$ cat config.mk
export PLATFORM = sky130hd
export DESIGN_NAME = ffha_ctrl
export DESIGN_NICKNAME = d
export VERILOG_FILES = /design/src/sv/ffha_pkg.sv /design/src/sv/ffha_ctrl.sv
export SDC_FILE = /design/constraint.sdc
export NUM_CORES = 1
export LEC_CHECK = 0
export ABC_AREA = 1
export BUFFER_PORTS_ARGS = -buffer_cell sky130_fd_sc_hd__buf_2
export CAP_MARGIN = 30
export CORE_MARGIN = 1.5
export CORE_UTILIZATION = 30
export CTS_BUF_LIST = sky130_fd_sc_hd__clkbuf_16
export DETAILED_ROUTE_END_ITERATION = 8
export HOLD_SLACK_MARGIN = 0.12
export PLACE_DENSITY_LB_ADDON = 0.25
export SLEW_MARGIN = 40
export SYNTH_ARGS = -nofsm -noshare
export SYNTH_HDL_FRONTEND = slang
export SYNTH_SLANG_ARGS = --single-unit
export TNS_END_PERCENT = 10
$ cat constraint.sdc
create_clock -name clk -period 2.9 [get_ports clk]
set_clock_uncertainty 0.05 [all_clocks]
set_input_delay 0.58 -clock clk [delete_from_list [all_inputs] [get_ports clk]]
set_output_delay 0.58 -clock clk [all_outputs]
set_load 0.03 [all_outputs]
$ cat src/sv/ffha_pkg.sv
package ffha_pkg;

	localparam int unsigned HEAP_BYTES_DEF = 65536;
	localparam int unsigned GRANULE_BYTES = 8;
	localparam int unsigned HEADER_BYTES = 8;
	localparam int unsigned SPLIT_SLACK = 2;
	localparam int unsigned ADDR_W = 32;
	localparam int unsigned REQ_W = 17;
	// Granule count a heap-sized request needs: (65536 + 8 + 7) / 8 = 8193.
	localparam int unsigned NEED_W = 14;

	typedef enum logic [3:0] {
		OP_NONE,
		OP_LOAD,
		OP_READ_CUR,
		OP_ADV,
		OP_WR_REM,
		OP_WR_IDX,
		OP_UNLINK,
		OP_BUMP,
		OP_READ_FREE,
		OP_WR_FREE,
		OP_RESP
	} dp_op_t;

	typedef enum logic [1:0] {
		RES_FAIL,
		RES_GRANT,
		RES_FREE
	} res_t;

	typedef struct packed {
		dp_op_t op;
		res_t   res;
	} dp_cmd_t;

	typedef struct packed {
		logic is_free;
		logic free_ok;
		logic zero_req;
		logic walk_end;
		logic fit;
		logic split;
		logic bump_ok;
		logic out_full;
	} dp_sts_t;

endpackage

$ cat src/sv/ffha_ctrl.sv
module ffha_ctrl (
	input  logic              clk,
	input  logic              arst_n,
	input  logic              in_valid,
	output logic              in_ready,
	input  ffha_pkg::dp_sts_t sts,
	output ffha_pkg::dp_cmd_t cmd
);

	import ffha_pkg::*;

	typedef enum logic [3:0] {
		S_IDLE,
		S_DECIDE,
		S_WALK,
		S_CHECK,
		S_SPL1,
		S_SPL2,
		S_UNLINK,
		S_BUMP,
		S_FREE_WR,
		S_RESP
	} state_t;

	state_t state_q;
	res_t   res_q;

	assign in_ready = (state_q == S_IDLE);

	always_comb begin
		cmd.op = OP_NONE;
		cmd.res = res_q;
		case (state_q)
			S_IDLE: begin
				if (in_valid) cmd.op = OP_LOAD;
			end
			S_DECIDE: begin
				if (sts.is_free && sts.free_ok) cmd.op = OP_READ_FREE;
			end
			S_WALK: begin
				if (!sts.walk_end) cmd.op = OP_READ_CUR;
			end
			S_CHECK: begin
				if (!sts.fit) cmd.op = OP_ADV;
			end
			S_SPL1: cmd.op = OP_WR_REM;
			S_SPL2: cmd.op = OP_WR_IDX;
			S_UNLINK: cmd.op = OP_UNLINK;
			S_BUMP: begin
				if (sts.bump_ok) cmd.op = OP_BUMP;
			end
			S_FREE_WR: cmd.op = OP_WR_FREE;
			S_RESP: begin
				if (!sts.out_full) cmd.op = OP_RESP;
			end
			default: cmd.op = OP_NONE;
		endcase
	end

	always_ff @(posedge clk or negedge arst_n) begin
		if (!arst_n) begin
			state_q <= S_IDLE;
			res_q <= RES_FAIL;
		end else begin
			case (state_q)
				S_IDLE: begin
					if (in_valid) state_q <= S_DECIDE;
				end
				S_DECIDE: begin
					if (sts.is_free) begin
						if (sts.free_ok) begin
							state_q <= S_FREE_WR;
						end else begin
							res_q <= RES_FAIL;
							state_q <= S_RESP;
						end
					end else if (sts.zero_req) begin
						res_q <= RES_FAIL;
						state_q <= S_RESP;
					end else begin
						state_q <= S_WALK;
					end
				end
				S_WALK: begin
					state_q <= sts.walk_end ? S_BUMP : S_CHECK;
				end
				S_CHECK: begin
					if (sts.fit) state_q <= sts.split ? S_SPL1 : S_UNLINK;
					else state_q <= S_WALK;
				end
				S_SPL1: state_q <= S_SPL2;
				S_SPL2: state_q <= S_UNLINK;
				S_UNLINK: begin
					res_q <= RES_GRANT;
					state_q <= S_RESP;
				end
				S_BUMP: begin
					res_q <= sts.bump_ok ? RES_GRANT : RES_FAIL;
					state_q <= S_RESP;
				end
				S_FREE_WR: begin
					res_q <= RES_FREE;
					state_q <= S_RESP;
				end
				S_RESP: begin
					if (!sts.out_full) state_q <= S_IDLE;
				end
				default: state_q <= S_IDLE;
			endcase
		end
	end

	// The header compare needs the data of the read issued in the previous cycle.
	a_check_after_read: assert property (@(posedge clk) disable iff (!arst_n)
		(state_q == S_CHECK) |-> ($past(cmd.op) == OP_READ_CUR))
		else $error("header check without a preceding read");

	a_resp_has_room: assert property (@(posedge clk) disable iff (!arst_n)
		(cmd.op == OP_RESP) |-> !sts.out_full)
		else $error("result written over a waiting result");

endmodule

== After elaboration in Yosys (flattened, before gate mapping) ==
Index checks and enable logic that the tools add are counted.

* Register bits after elaboration: 6
* Logic and storage cells: 42

* Equal/unequal tests: 13
* Mux-type cells: 21
* Reduce and logical (&&, ||, !) cells: 6

{| class="wikitable"
|+ Operator list
! operator !! number
|-
| $pmux 4 s10 || 1
|-
| $pmux 4 s8 || 1
|-
| $mux 4 || 6
|-
| $eq 4x3->1 const B || 4
|-
| $mux 2 || 6
|-
| $mux 3 || 3
|-
| $eq 4x2->1 const B || 2
|-
| $eq 4x4->1 const B || 2
|-
| $pmux 2 s4 || 1
|-
| $ne 3x3->1 const B || 2
|-
| $eq 4x1->1 const B || 1
|-
| $logic_not 4->1 || 1
|-
| $ne 2x2->1 const B || 2
|-
| $reduce_bool 4->1 || 1
|-
| $mux 1 || 3
|-
| $reduce_and 3->1 || 1
|-
| $reduce_or 3->1 || 1
|-
| $reduce_and 2->1 || 1
|-
| $logic_and 1x1->1 || 1
|}

== Depth between registers and ports, before layout ==
Gate-level depths: netlist of run 1.

* Depth in word-level cells: 3
* Depth in mapped cells: 7

== Worst setup path after synthesis of run 1 ==
Ideal clock, no wire load.

* Kind: register to output
* From: register state_q[0]
* To: output port cmd[2] (netlist name)
* Arrival: 1.457 ns
* Required time: 2.270 ns
* Slack: 0.813 ns
* Cell stages (with the launch flop): 6
* Path buffers: 0
* Path through: dfrtp_1 inv_2 nand2_4 nor2_1 nand2_1 nand4_1

{| class="wikitable"
|+ RTL lines
! item !! RTL line !! source
|-
| start, declared || ffha_ctrl.sv:25 || <nowiki>state_t state_q;</nowiki>
|-
| start signal, assigned || ffha_ctrl.sv:85 || <nowiki>state_q <= sts.walk_end ? S_BUMP : S_CHECK;</nowiki>
|-
| start signal, assigned || ffha_ctrl.sv:88 || <nowiki>if (sts.fit) state_q <= sts.split ? S_SPL1 : S_UNLINK;</nowiki>
|-
| end, declared || ffha_ctrl.sv:7 || <nowiki>output ffha_pkg::dp_cmd_t cmd</nowiki>
|}

==> results of run 1 <==
==> power by group through the flow <==
stage | clock network [W] | logic, W | registers [W]
after floorplan | 0 | 0.000365 | 0.000178
after global placement | 0 | 0.000486 | 0.000167
after global routing | 0.000226 | 0.000532 | 0.000174
after CTS | 0.000222 | 0.000491 | 0.000166
after detailed placement | 0 | 0.000489 | 0.000167
final | 0.000218 | 0.000488 | 0.000167
==> worst max-delay path: cells and delay by family (launching register included) <==
kind,cells,cell delay (ns)
and+or+nand+nor,3,0.34
DFF,1,0.44
buffers and inverters,3,0.48
==> worst max-delay path by stage <==
| stage | startpoint | to |
|---|---|---|
| 5_1_grt | state_q[0]$_DFFE_PN0P_ | cmd[2] |
| 3_3_place_gp | state_q[0]$_DFFE_PN0P_ | cmd[2] |
| 6_report | state_q[0]$_DFFE_PN0P_ | cmd[2] |
| 3_5_place_dp | state_q[0]$_DFFE_PN0P_ | cmd[2] |
| 2_1_floorplan | state_q[0]$_DFFE_PN0P_ | cmd[2] |
| 4_1_cts | state_q[0]$_DFFE_PN0P_ | cmd[2] |
==> logic make-up after synthesis <==
| logic type | after synthesis | share of synthesized area (%) |
|---|---|---|
| AND/OR/NAND/NOR | 45 | 52.7 |
| buffers and inverters | 13 | 10.1 |
| AO/OA/AOI/OAI | 6 | 7.42 |
| flip-flops | 6 | 29.7 |
==> cell usage in the layout (no fill, tap or decap) <==
cell           instances
dfrtp_1                6
inv_1                  9
o211ai_1               2
nand2_1               17
o21ai_0                1
a21oi_1                1
nand3_1                6
nand3_2                1
dlygate4sd3_1          1
buf_2                 17
o31ai_1                1
nand2_4                1
nor2_8                 1
nand4_1                7
clkbuf_16              3
nor2_4                 3
inv_4                  1
inv_2                  3
nor2_1                 5
nand2_2                3
nor3_4                 1
o21ai_1                1
==> cell type report <==
class / count / area share, %
tap: 16 / 2.88
clock buffer: 3 / 10.8
inverter: 13 / 7.37
timing repair buffer: 18 / 13.7
multi-input combinational: 51 / 43.7
sequential: 6 / 21.6
==> stage by stage <==
step / cell area [µm²] / setup slack, ns / hold slack (ns)
after floorplan: 505 / 0.813 / 0.234
after detailed placement: 611 / 1.02 / 0.355
after CTS: 696 / 0.788 / 0.461
after global routing: 696 / 0.722 / 0.494
final: 696 / 0.789 / 0.452
after global placement: 611 / 1.05 / 0.354
==> per-layer routing <==
metal  routed length (µm)  global-route usage, %  vias up  share of wire (%)
met5                    0                      0        -                  0
met4                   21                   5.45        0                1.8
met3                   62                   1.63        2                5.3
met2                  515                   20.6       14                 44
met1                  560                   20.0      234                 48
li1                     -                      -      274                  -
==> sequential cells by signal, indices dropped and copies added (netlist names) <==
register / flops
res_q: 2
state_q: 4
==> summary.txt, run 1 <==
Power
  – Worst VDD drop: between 0.6 and 0.7 mV
  – Clock power frac: between 20% and 30%
  – PD cells: approximately 1300 nW/µm²
  – P_leak: approximately 0.39 nW
  – PnR Total Power: slightly below 0.0009 W
  – Logic pwr share: 56.0%
  – P_sw: approximately 0.00043 W
  – Switching Share: 48.9%
  – Sequential power share: between 10% and 20%
  – Power Internal: ~0.00045 W

Layout
  – FF/Latch Area: 150 µm²
  – Synth-to-layout area growth: 37.6%
  – Final instance count without filler cells: 107
  – Nets: about 100
  – Layout cell share with drive strength beyond 1: between 30% and 40%
  – Number of antenna diodes: 0
  – Finished Core Util: 45.1%
  – Area occupied by multi-input gates: about 300 µm²
  – Fill count: ~160

Placed design
  – Port Buf Inserts: 17
  – Final HPWL from detailed placement: about 940 µm
  – Final GP Congestion: about 0.83
  – Placed cells: 103

Synthesis
  – Post-synthesis async set-or-reset flop share: 100%
  – Dominant cells by area after synthesis: dfrtp_1 30%, nand2_1 13%, nand4_1 8.7%, inv_1 6.7%, nor2_4 6.7%
  – Library cells used by synthesis: 19
  – Ys flop type: dfrtp_1
  – Syn nets: 81
  – FF+latch count, synth: 6
  – Largest area contributor in the netlist: dfrtp_1
  – Mapped Avg Cell Area: roughly 7.2 µm²
  – Syn Inst Count: 70
  – Most frequent cells after synthesis: 17 x nand2_1, 9 x inv_1, 7 x nand4_1
  – Most common cell in the netlist: nand2_1
  – YS warnings: 0
  – Mapped Area: ~510 µm²
  – Number of flops mapped to enable cells by yosys: 0
  – Sequential share of the synthesized area: 29.7%
  – Top-area cell type share of the netlist area: between 20% and 30%

Setup path
  – Setup CP Type: flip-flop to output pin
  – Crit-path most repeated cell: inv_2
  – Cell depth of the worst flop-to-flop path: 6
  – RR Endpoint: res_q[0]$_DFFE_PN0P_
  – Startpoint class of the critical path: flip-flop
  – Crit path DAT: roughly 1.5 ns
  – Slowest stage delay, CP: 0.44 ns
  – Reg-to-Reg Start: state_q[0]$_DFFE_PN0P_
  – Register-to-Register Setup Slack: about 1.7 ns
  – CP Max Fanout: 8
  – Endpoint class of the critical path: output pin
  – CP Cell Sequence: inv_2 -> nand2_4 -> nor2_4 -> inv_2 -> nand4_1 -> buf_2
  – Crit-path slowest cell: dfrtp_1
  – Worst EP required: around 2.3 ns

Clocking
  – CTS root buf: clkbuf_16
  – Clock Sinks: 6
  – CTS max path bufs: 2
  – CTS tree: yes
  – CTS clock-pin slew for the worst setup and hold paths: about 0.030 ns
  – Post-cts sizing count: 0
  – H-tree levels: 1
  – Clock latency on the worst-skew pair: about 0.22 ns
  – Postcts setup bufs: 0
  – CTS Buf Count: 3
  – Hold buffers post-CTS: 1

Job
  – Max-cap violations: 0

Worst hold path
  – Hold depth: 2
  – Hold EP: res_q[1]$_DFFE_PN0P_
  – Hold path startpoint: res_q[1]$_DFFE_PN0P_
  – Min-delay worst type: flip-flop to flip-flop

Floorplan
  – IO Pins: 18
  – Std cell rows: 14
  – Initial Utilization: 32.8%
  – Core ar.: about 1500 µm²
  – Die Height: 44.1 µm
  – Die area: slightly below 2000 µm²
  – DIE WIDTH: ~44 µm

Route
  – Final ANT Viol Nets: 0
  – Routed wire length: 1160 µm
  – Via density: 4.90
  – Drt wl/cell: between 10 and 15 µm
  – Via Count: 524
  – DRC: 0
  – Iteration-0 DRC Markers: 15
  – First-pass detailed-route iteration total: 4

GRT
  – Vias in the first global route: 459
  – Largest net degree at the start of global routing: 10
  – Grt ovf: 0
  – First-pass GRT wire length: 1970 µm
  – Initial antenna violation count: 0
  – Gr usage total: 13.7%

Timing
  – Max-slew violations: 0
  – Period utilization: roughly 73%
  – Hold Violations, Final: 0
  – Total negative slack: 0 ns
  – Final setup fails: 0
  – Maximum clock rate: between 400 and 500 MHz
  – Worst slew pin tran: 0.227 ns
  – Tmin final: around 2.1 ns
  – Unrepaired setup endpoints after global routing: no
  – Slew HR: between 80 and 90%

Outcome
  – Outcome: complete, no violations
No activity file was read; power rests on OpenSTA's default activity.
==> run 2: changes to the inputs <==
Clock period 2.9 ns to 2.2 ns, I/O delays scaled along.
==> summary.txt, run 2 (synthesis gave the netlist of run 1 again) <==
Timing
  – Worst slew pin tran: 0.229 ns (+0.00150 ns)
  – Slew HR: 84.7% (-0.10 points)
  – Final hold slack: 0.421 ns (-0.0306 ns)
  – Final setup fails: 0 (unchanged)
  – Unrepaired setup endpoints after global routing: no
  – Hold Violations, Final: 0 (unchanged)
  – Max-slew violations: 0 (unchanged)
  – Total negative slack: 0 ns (unchanged)
  – Period utilization: about nine tenths
  – Tmin final: roughly 1.9 ns
  – Maximum clock rate: a little over 500 MHz

Route
  – Iteration-0 DRC Markers: 6 (-9)
  – Via density: 4.73 (-3.4%)
  – Drt wl/cell: 10.4 µm (-3.5%)
  – Via Count: 506 (-3.4%)
  – DRC: 0 (unchanged)
  – Routed wire length: 1120 µm (-3.5%)
  – First-pass detailed-route iteration total: 4 (unchanged)
  – Final ANT Viol Nets: 0 (unchanged)

Clocking
  – Clock Sinks: 6 (unchanged)
  – CTS Buf Count: 3 (unchanged)
  – Post-cts sizing count: 0 (unchanged)
  – CTS root buf: clkbuf_16
  – CTS tree: yes
  – CTS clock-pin slew for the worst setup and hold paths: 0.03 ns (about the same)
  – H-tree levels: 1 (unchanged)
  – Clock latency on the worst-skew pair: 0.23 ns (about the same)
  – CTS max path bufs: 2 (unchanged)

GRT
  – Grt ovf: 0 (unchanged)
  – Largest net degree at the start of global routing: 10 (unchanged)
  – Initial antenna violation count: 0 (unchanged)
  – Gr usage total: 14.1% (+0.43 points)
  – Vias in the first global route: 471 (+2.6%)
  – First-pass GRT wire length: 2000 µm (+1.4%)

Power
  – P_leak: 0.386 nW (unchanged)
  – Worst VDD drop: 0.742 mV (+13%)
  – PD cells: 1650 nW/µm² (+32%)

Layout
  – Synth-to-layout area growth: 37.6% (unchanged)
  – Largest registers: state_q x4, res_q x2
  – Number of antenna diodes: 0 (unchanged)
  – Layout cell share with drive strength beyond 1: 37.4% (unchanged)
  – Number of flip-flops under the largest register name: 4 (unchanged)
  – Commonest non-fill, non-tap cells in the layout: 17 x nand2_1, 17 x buf_2, 9 x inv_1
  – Nets: 104 (unchanged)
  – Largest Register: state_q

Outcome
  – Outcome: complete, no violations

Floorplan
  – Die area: 1940 µm² (unchanged)
  – Std cell rows: 14 (unchanged)
  – IO Pins: 18 (unchanged)
  – DIE WIDTH: 44.1 µm (unchanged)
  – Die Height: 44.1 µm (unchanged)
  – Initial Utilization: 32.8% (unchanged)
  – Core ar.: 1540 µm² (unchanged)

Job
  – Max-cap violations: 0 (unchanged)

Setup path
  – Endpoint class of the critical path: output pin
  – CP Max Fanout: 8 (unchanged)
  – RR Endpoint: res_q[0]$_DFFE_PN0P_
  – Crit path from: state_q[0]$_DFFE_PN0P_
  – Cell depth of the worst flop-to-flop path: 6 (unchanged)
  – Register-to-Register Setup Slack: 0.95 ns (-0.71 ns)
  – Reg-to-Reg Start: state_q[0]$_DFFE_PN0P_
  – Setup CP Type: flip-flop to output pin
  – CP endpoint: cmd[2]
  – Worst EP required: 1.71 ns (-0.56 ns)
  – Crit path DAT: 1.46 ns (-0.02 ns)
  – Startpoint class of the critical path: flip-flop

Placed design
  – Final HPWL from detailed placement: 931 µm (-0.73%)
  – Final GP Congestion: 0.791 (-4.8%)
  – Port Buf Inserts: 17 (unchanged)

Worst hold path
  – Min-delay worst type: input port to flip-flop
run 2: cell counts in the layout (fill, tap and decap cells not counted):
Identical to the previous run, type by type.
run 2: layout make-up:
cell class	count	area, µm²
Sequential cell	6	150
Tap cell	16	20.0
Multi-Input combinational cell	51	304
Fill cell	173	846
Clock buffer	3	75.1
Timing Repair Buffer	18	95.1
Inverter	13	51.3
run 2: layer usage:
| metal | GRT usage (%) | wire length (µm) | part of all wire [%] |
|---|---|---|---|
| met3 | 1.63 | 51 | 4.6 |
| met5 | 0 | 0 | 0 |
| met1 | 19.2 | 539 | 48 |
| met2 | 21.2 | 510 | 46 |
| met4 | 9.09 | 16 | 1.4 |
run 2: stage by stage:
stage          std cells  utilization [%]  power (W)  instance area, µm²  worst slack, ns
3_5_place_dp         103             39.6   0.000863                 611            0.488
4_1_cts              107             45.1    0.00116                 696            0.240
2_1_floorplan         70                -   0.000716                 505            0.253
3_3_place_gp         103             39.6   0.000868                 611            0.467
6_report             107             45.1    0.00115                 696            0.250
5_1_grt              107             45.1    0.00123                 696            0.170
run 2: worst min-delay path by stage:
stage	from	endpoint	cells after the start
finish	sts[5]	state_q[3]$_DFFE_PN0P_	3
global route	sts[5]	state_q[3]$_DFFE_PN0P_	3
CTS	sts[5]	state_q[3]$_DFFE_PN0P_	3
detailed placement	arst_n	state_q[2]$_DFFE_PN0P_	1
global placement	arst_n	state_q[1]$_DFFE_PN0P_	1
floorplan	arst_n	res_q[0]$_DFFE_PN0P_	0
run 2: where the power goes:
group / switching [W] / internal (W)
logic: 0.000446 / 0.000197
registers: 0.0000580 / 0.000159
clock network: 0.0000575 / 0.000233
total: 0.000562 / 0.000589
run 2: critical path: stages (launching register included):
cell and delay [ns]:
dfrtp_1 0.44, inv_2 0.20, nand2_4 0.07, nor2_4 0.16, inv_2 0.08, nand4_1 0.08, buf_2 0.19
run 2: timing repair:
| item | in CTS | in global routing |
|---|---|---|
| hold buffers | 1 | 0 |
| buffers inserted | 0 | 0 |
| hold endpoints to repair | 6 | 0 |
==> run 3: changes to the inputs <==
Settings changed: ABC_AREA 1 to not set, BUFFER_PORTS_ARGS -buffer_cell sky130_fd_sc_hd__buf_2 to -buffer_cell sky130_fd_sc_hd__buf_4.
==> summary.txt, run 3 <==
Clocking
  – Post-cts sizing count: 0 (unchanged)
  – Clock Sinks: 6 (unchanged)
  – CTS clock-pin slew for the worst setup and hold paths: 0.03 ns (about the same)
  – Clock latency on the worst-skew pair: 0.23 ns (about the same)
  – CTS Buf Count: 3 (unchanged)
  – CTS tree: yes
  – H-tree levels: 1 (unchanged)
  – CTS max path bufs: 2 (unchanged)
  – CTS root buf: clkbuf_16

GRT
  – Vias in the first global route: 440 (-6.6%)
  – Initial antenna violation count: 0 (unchanged)
  – Largest net degree at the start of global routing: 16 (+6)
  – First-pass GRT wire length: 1930 µm (-3.4%)
  – Grt ovf: 0 (unchanged)
  – Gr usage total: 13.8% (-0.30 points)

Power
  – P_sw: 0.000432 W (-23%)
  – Switching Share: 40.6% (-8.3 points)
  – PD cells: 1490 nW/µm² (-9.8%)
  – Clock power frac: 27.1% (+1.9 points)
  – P_leak: 0.335 nW (-13%)
  – Sequential power share: 24.4% (+5.6 points)
  – Power Internal: 0.000633 W (+7.6%)
  – Worst VDD drop: 0.717 mV (-3.5%)
  – Logic pwr share: 48.6% (-7.3 points)

Synthesis
  – Sequential share of the synthesized area: 28.8% (-0.86 points)
  – Syn nets: 69 (-15%)
  – YS warnings: 0 (unchanged)
  – Most frequent cells after synthesis: 6 x dfrtp_1, 4 x inv_1, 4 x nor2_1, 4 x o21ai_0
  – Dominant cells by area after synthesis: dfrtp_1 29%, buf_6 6.5%, o21ai_0 3.8%, nand2b_1 3.6%, a41oi_2 3.1%
  – Number of flops mapped to enable cells by yosys: 0 (unchanged)
  – Largest area contributor in the netlist: dfrtp_1
  – Top-area cell type share of the netlist area: 28.8% (-0.86 points)
  – Post-synthesis async set-or-reset flop share: 100% (unchanged)
  – Ys flop type: dfrtp_1
  – Library cells used by synthesis: 34 (+15)
  – Syn Inst Count: 58 (-17%)
  – FF+latch count, synth: 6 (unchanged)
  – Most common cell in the netlist: dfrtp_1
  – Mapped Avg Cell Area: 8.97 µm² (+24%)
  – Mapped Area: 520 µm² (+3.0%)

Setup path
  – Worst EP required: 1.71 ns (about the same)
  – Endpoint class of the critical path: output pin
  – CP Cell Sequence: and3b_1 -> o21ai_0 -> o21ai_0 -> buf_4
  – Startpoint class of the critical path: flip-flop
  – CP Max Fanout: 15 (+7)
  – Slowest stage delay, CP: 0.60 ns (+0.16 ns)
  – Setup CP Type: flip-flop to output pin
  – Crit-path slowest cell: dfrtp_1
  – Crit path DAT: 1.56 ns (+0.10 ns)
  – Crit-path most repeated cell: o21ai_0

Route
  – DRC: 0 (unchanged)
  – Via density: 5.44 (+15%)
  – Final ANT Viol Nets: 0 (unchanged)
  – Routed wire length: 1170 µm (+4.5%)
  – Iteration-0 DRC Markers: 13 (+7)
  – Drt wl/cell: 12.8 µm (+23%)
  – Via Count: 495 (-2.2%)
  – First-pass detailed-route iteration total: 4 (unchanged)

Outcome
  – Outcome: complete, no violations

Placed design
  – Final HPWL from detailed placement: 890 µm (-4.4%)
  – Area after DPL: 629 µm² (+3.1%)
  – Port Buf Inserts: 17 (unchanged)
  – Final GP Congestion: 0.717 (-9.4%)

Timing
  – Slew HR: 71.1% (-14 points)
  – Max-slew violations: 0 (unchanged)
  – Final setup fails: 0 (unchanged)
  – Maximum clock rate: 487 MHz (-5.0%)
  – Worst slew pin tran: 0.433 ns (+0.204 ns)
  – Unrepaired setup endpoints after global routing: no
  – Period utilization: 93.2% (+4.6 points)
  – Hold Violations, Final: 0 (unchanged)
  – Total negative slack: 0 ns (unchanged)
  – Tmin final: 2.05 ns (+0.102 ns)

Floorplan
  – IO Pins: 18 (unchanged)
  – Std cell rows: 14 (unchanged)
  – Die Height: 44.7 µm (+1.4%)
  – Die area: 1990 µm² (+2.8%)
  – Core ar.: 1560 µm² (+1.1%)
  – DIE WIDTH: 44.7 µm (+1.4%)
  – Initial Utilization: 33.4% (+0.59 points)

Layout
  – Nets: 88 (-15%)
  – Commonest non-fill, non-tap cell in the layout: buf_4
  – Synth-to-layout area growth: 37.3%
  – Commonest non-fill, non-tap cells in the layout: 17 x buf_4, 6 x dfrtp_1, 4 x nor2_1, 4 x inv_1, 4 x o21ai_0
  – Number of flip-flops under the largest register name: 4 (unchanged)
  – Largest Register: state_q
  – Layout cell share with drive strength beyond 1: 37.3% (about the same)
  – Final Cell Area: 714 µm² (+2.7%)
  – Largest registers: state_q x4, res_q x2
  – Number of antenna diodes: 0 (unchanged)
  – Fill count: 160 (-7.5%)

Worst hold path
  – Min-delay worst type: flip-flop to flip-flop

Job
  – Max-cap violations: 0 (unchanged)
[run 3: cell types whose count changed after synthesis, moves of 5 or more]
cell	change
inv_1	-5
nand4_1	-7
nand3_1	-6
nand2_1	-14
[run 3: final timing paths]
check	startpoint	to	slack, ns	cells after the start
min in group asynchronous	arst_n	res_q[1]$_DFFE_PN0P_	0.52	2
worst min-delay path	res_q[1]$_DFFE_PN0P_	res_q[1]$_DFFE_PN0P_	0.43	1
worst max-delay path	state_q[1]$_DFFE_PN0P_	cmd[3]	0.15	4
max in group asynchronous	arst_n	state_q[1]$_DFFE_PN0P_	1.47	2
worst min register to register	res_q[1]$_DFFE_PN0P_	res_q[1]$_DFFE_PN0P_	0.43	1
worst max register to register	state_q[3]$_DFFE_PN0P_	state_q[0]$_DFFE_PN0P_	0.72	3
[run 3: routing by layer]
metal	up-vias	GRT usage [%]	wire, µm
met5	-	0	0
li1	249	-	-
met3	2	4.90	62
met1	230	16.9	583
met2	14	21.2	513
met4	0	7.27	8
[run 3: what timing repair did]
item,in CTS,in global routing
setup endpoints to repair,0,0
buffers inserted,0,0
hold buffers,1,0
hold endpoints to repair,6,0
[run 3: layout make-up]
| type | instances | area (µm²) | share of cell area, % |
|---|---|---|---|
| clock buffer | 3 | 75.1 | 10.5 |
| inverter | 4 | 15.0 | 2.10 |
| sequential | 6 | 150 | 21.0 |
| tap | 16 | 20.0 | 2.80 |
| timing repair buffer | 18 | 138 | 19.3 |
| multi-input combinational | 44 | 317 | 44.3 |
[run 3: kinds of logic after synthesis]
| logic type | count (synthesis) | synth area share (%) |
|---|---|---|
| AOI/OAI and AO/OA | 20 | 29.8 |
| muxes | 1 | 1.92 |
| DFF | 6 | 28.8 |
| and+or+nand+nor | 23 | 29.1 |
| buffers and inverters | 8 | 10.3 |
[run 3: critical path: cells and delay by family (launching register included)]
| kind | cells | cell delay [ns] |
|---|---|---|
| AO/OA/AOI/OAI | 2 | 0.26 |
| buffers and inverters | 1 | 0.19 |
| flip-flops | 1 | 0.60 |
| AND/OR/NAND/NOR | 1 | 0.29 |
[run 3: metrics by stage]
step,setup WS [ns],total power (W),instances,utilization (%),hold slack [ns]
after floorplan,0.169,0.000660,58,-,0.0944
after global placement,0.399,0.000776,87,40.4,0.199
after detailed placement,0.359,0.000780,87,40.4,0.201
after CTS,0.122,0.00107,91,45.8,0.431
after global routing,0.0137,0.00114,91,45.8,0.466
final,0.149,0.00107,91,45.8,0.425
[run 3: power by group through the flow]
stage	clock network [W]	logic, W	registers, W
6_report	0.000288	0.000517	0.000260
4_1_cts	0.000293	0.000524	0.000257
2_1_floorplan	0	0.000441	0.000219
5_1_grt	0.000303	0.000566	0.000271
3_5_place_dp	0	0.000522	0.000258
3_3_place_gp	0	0.000520	0.000256
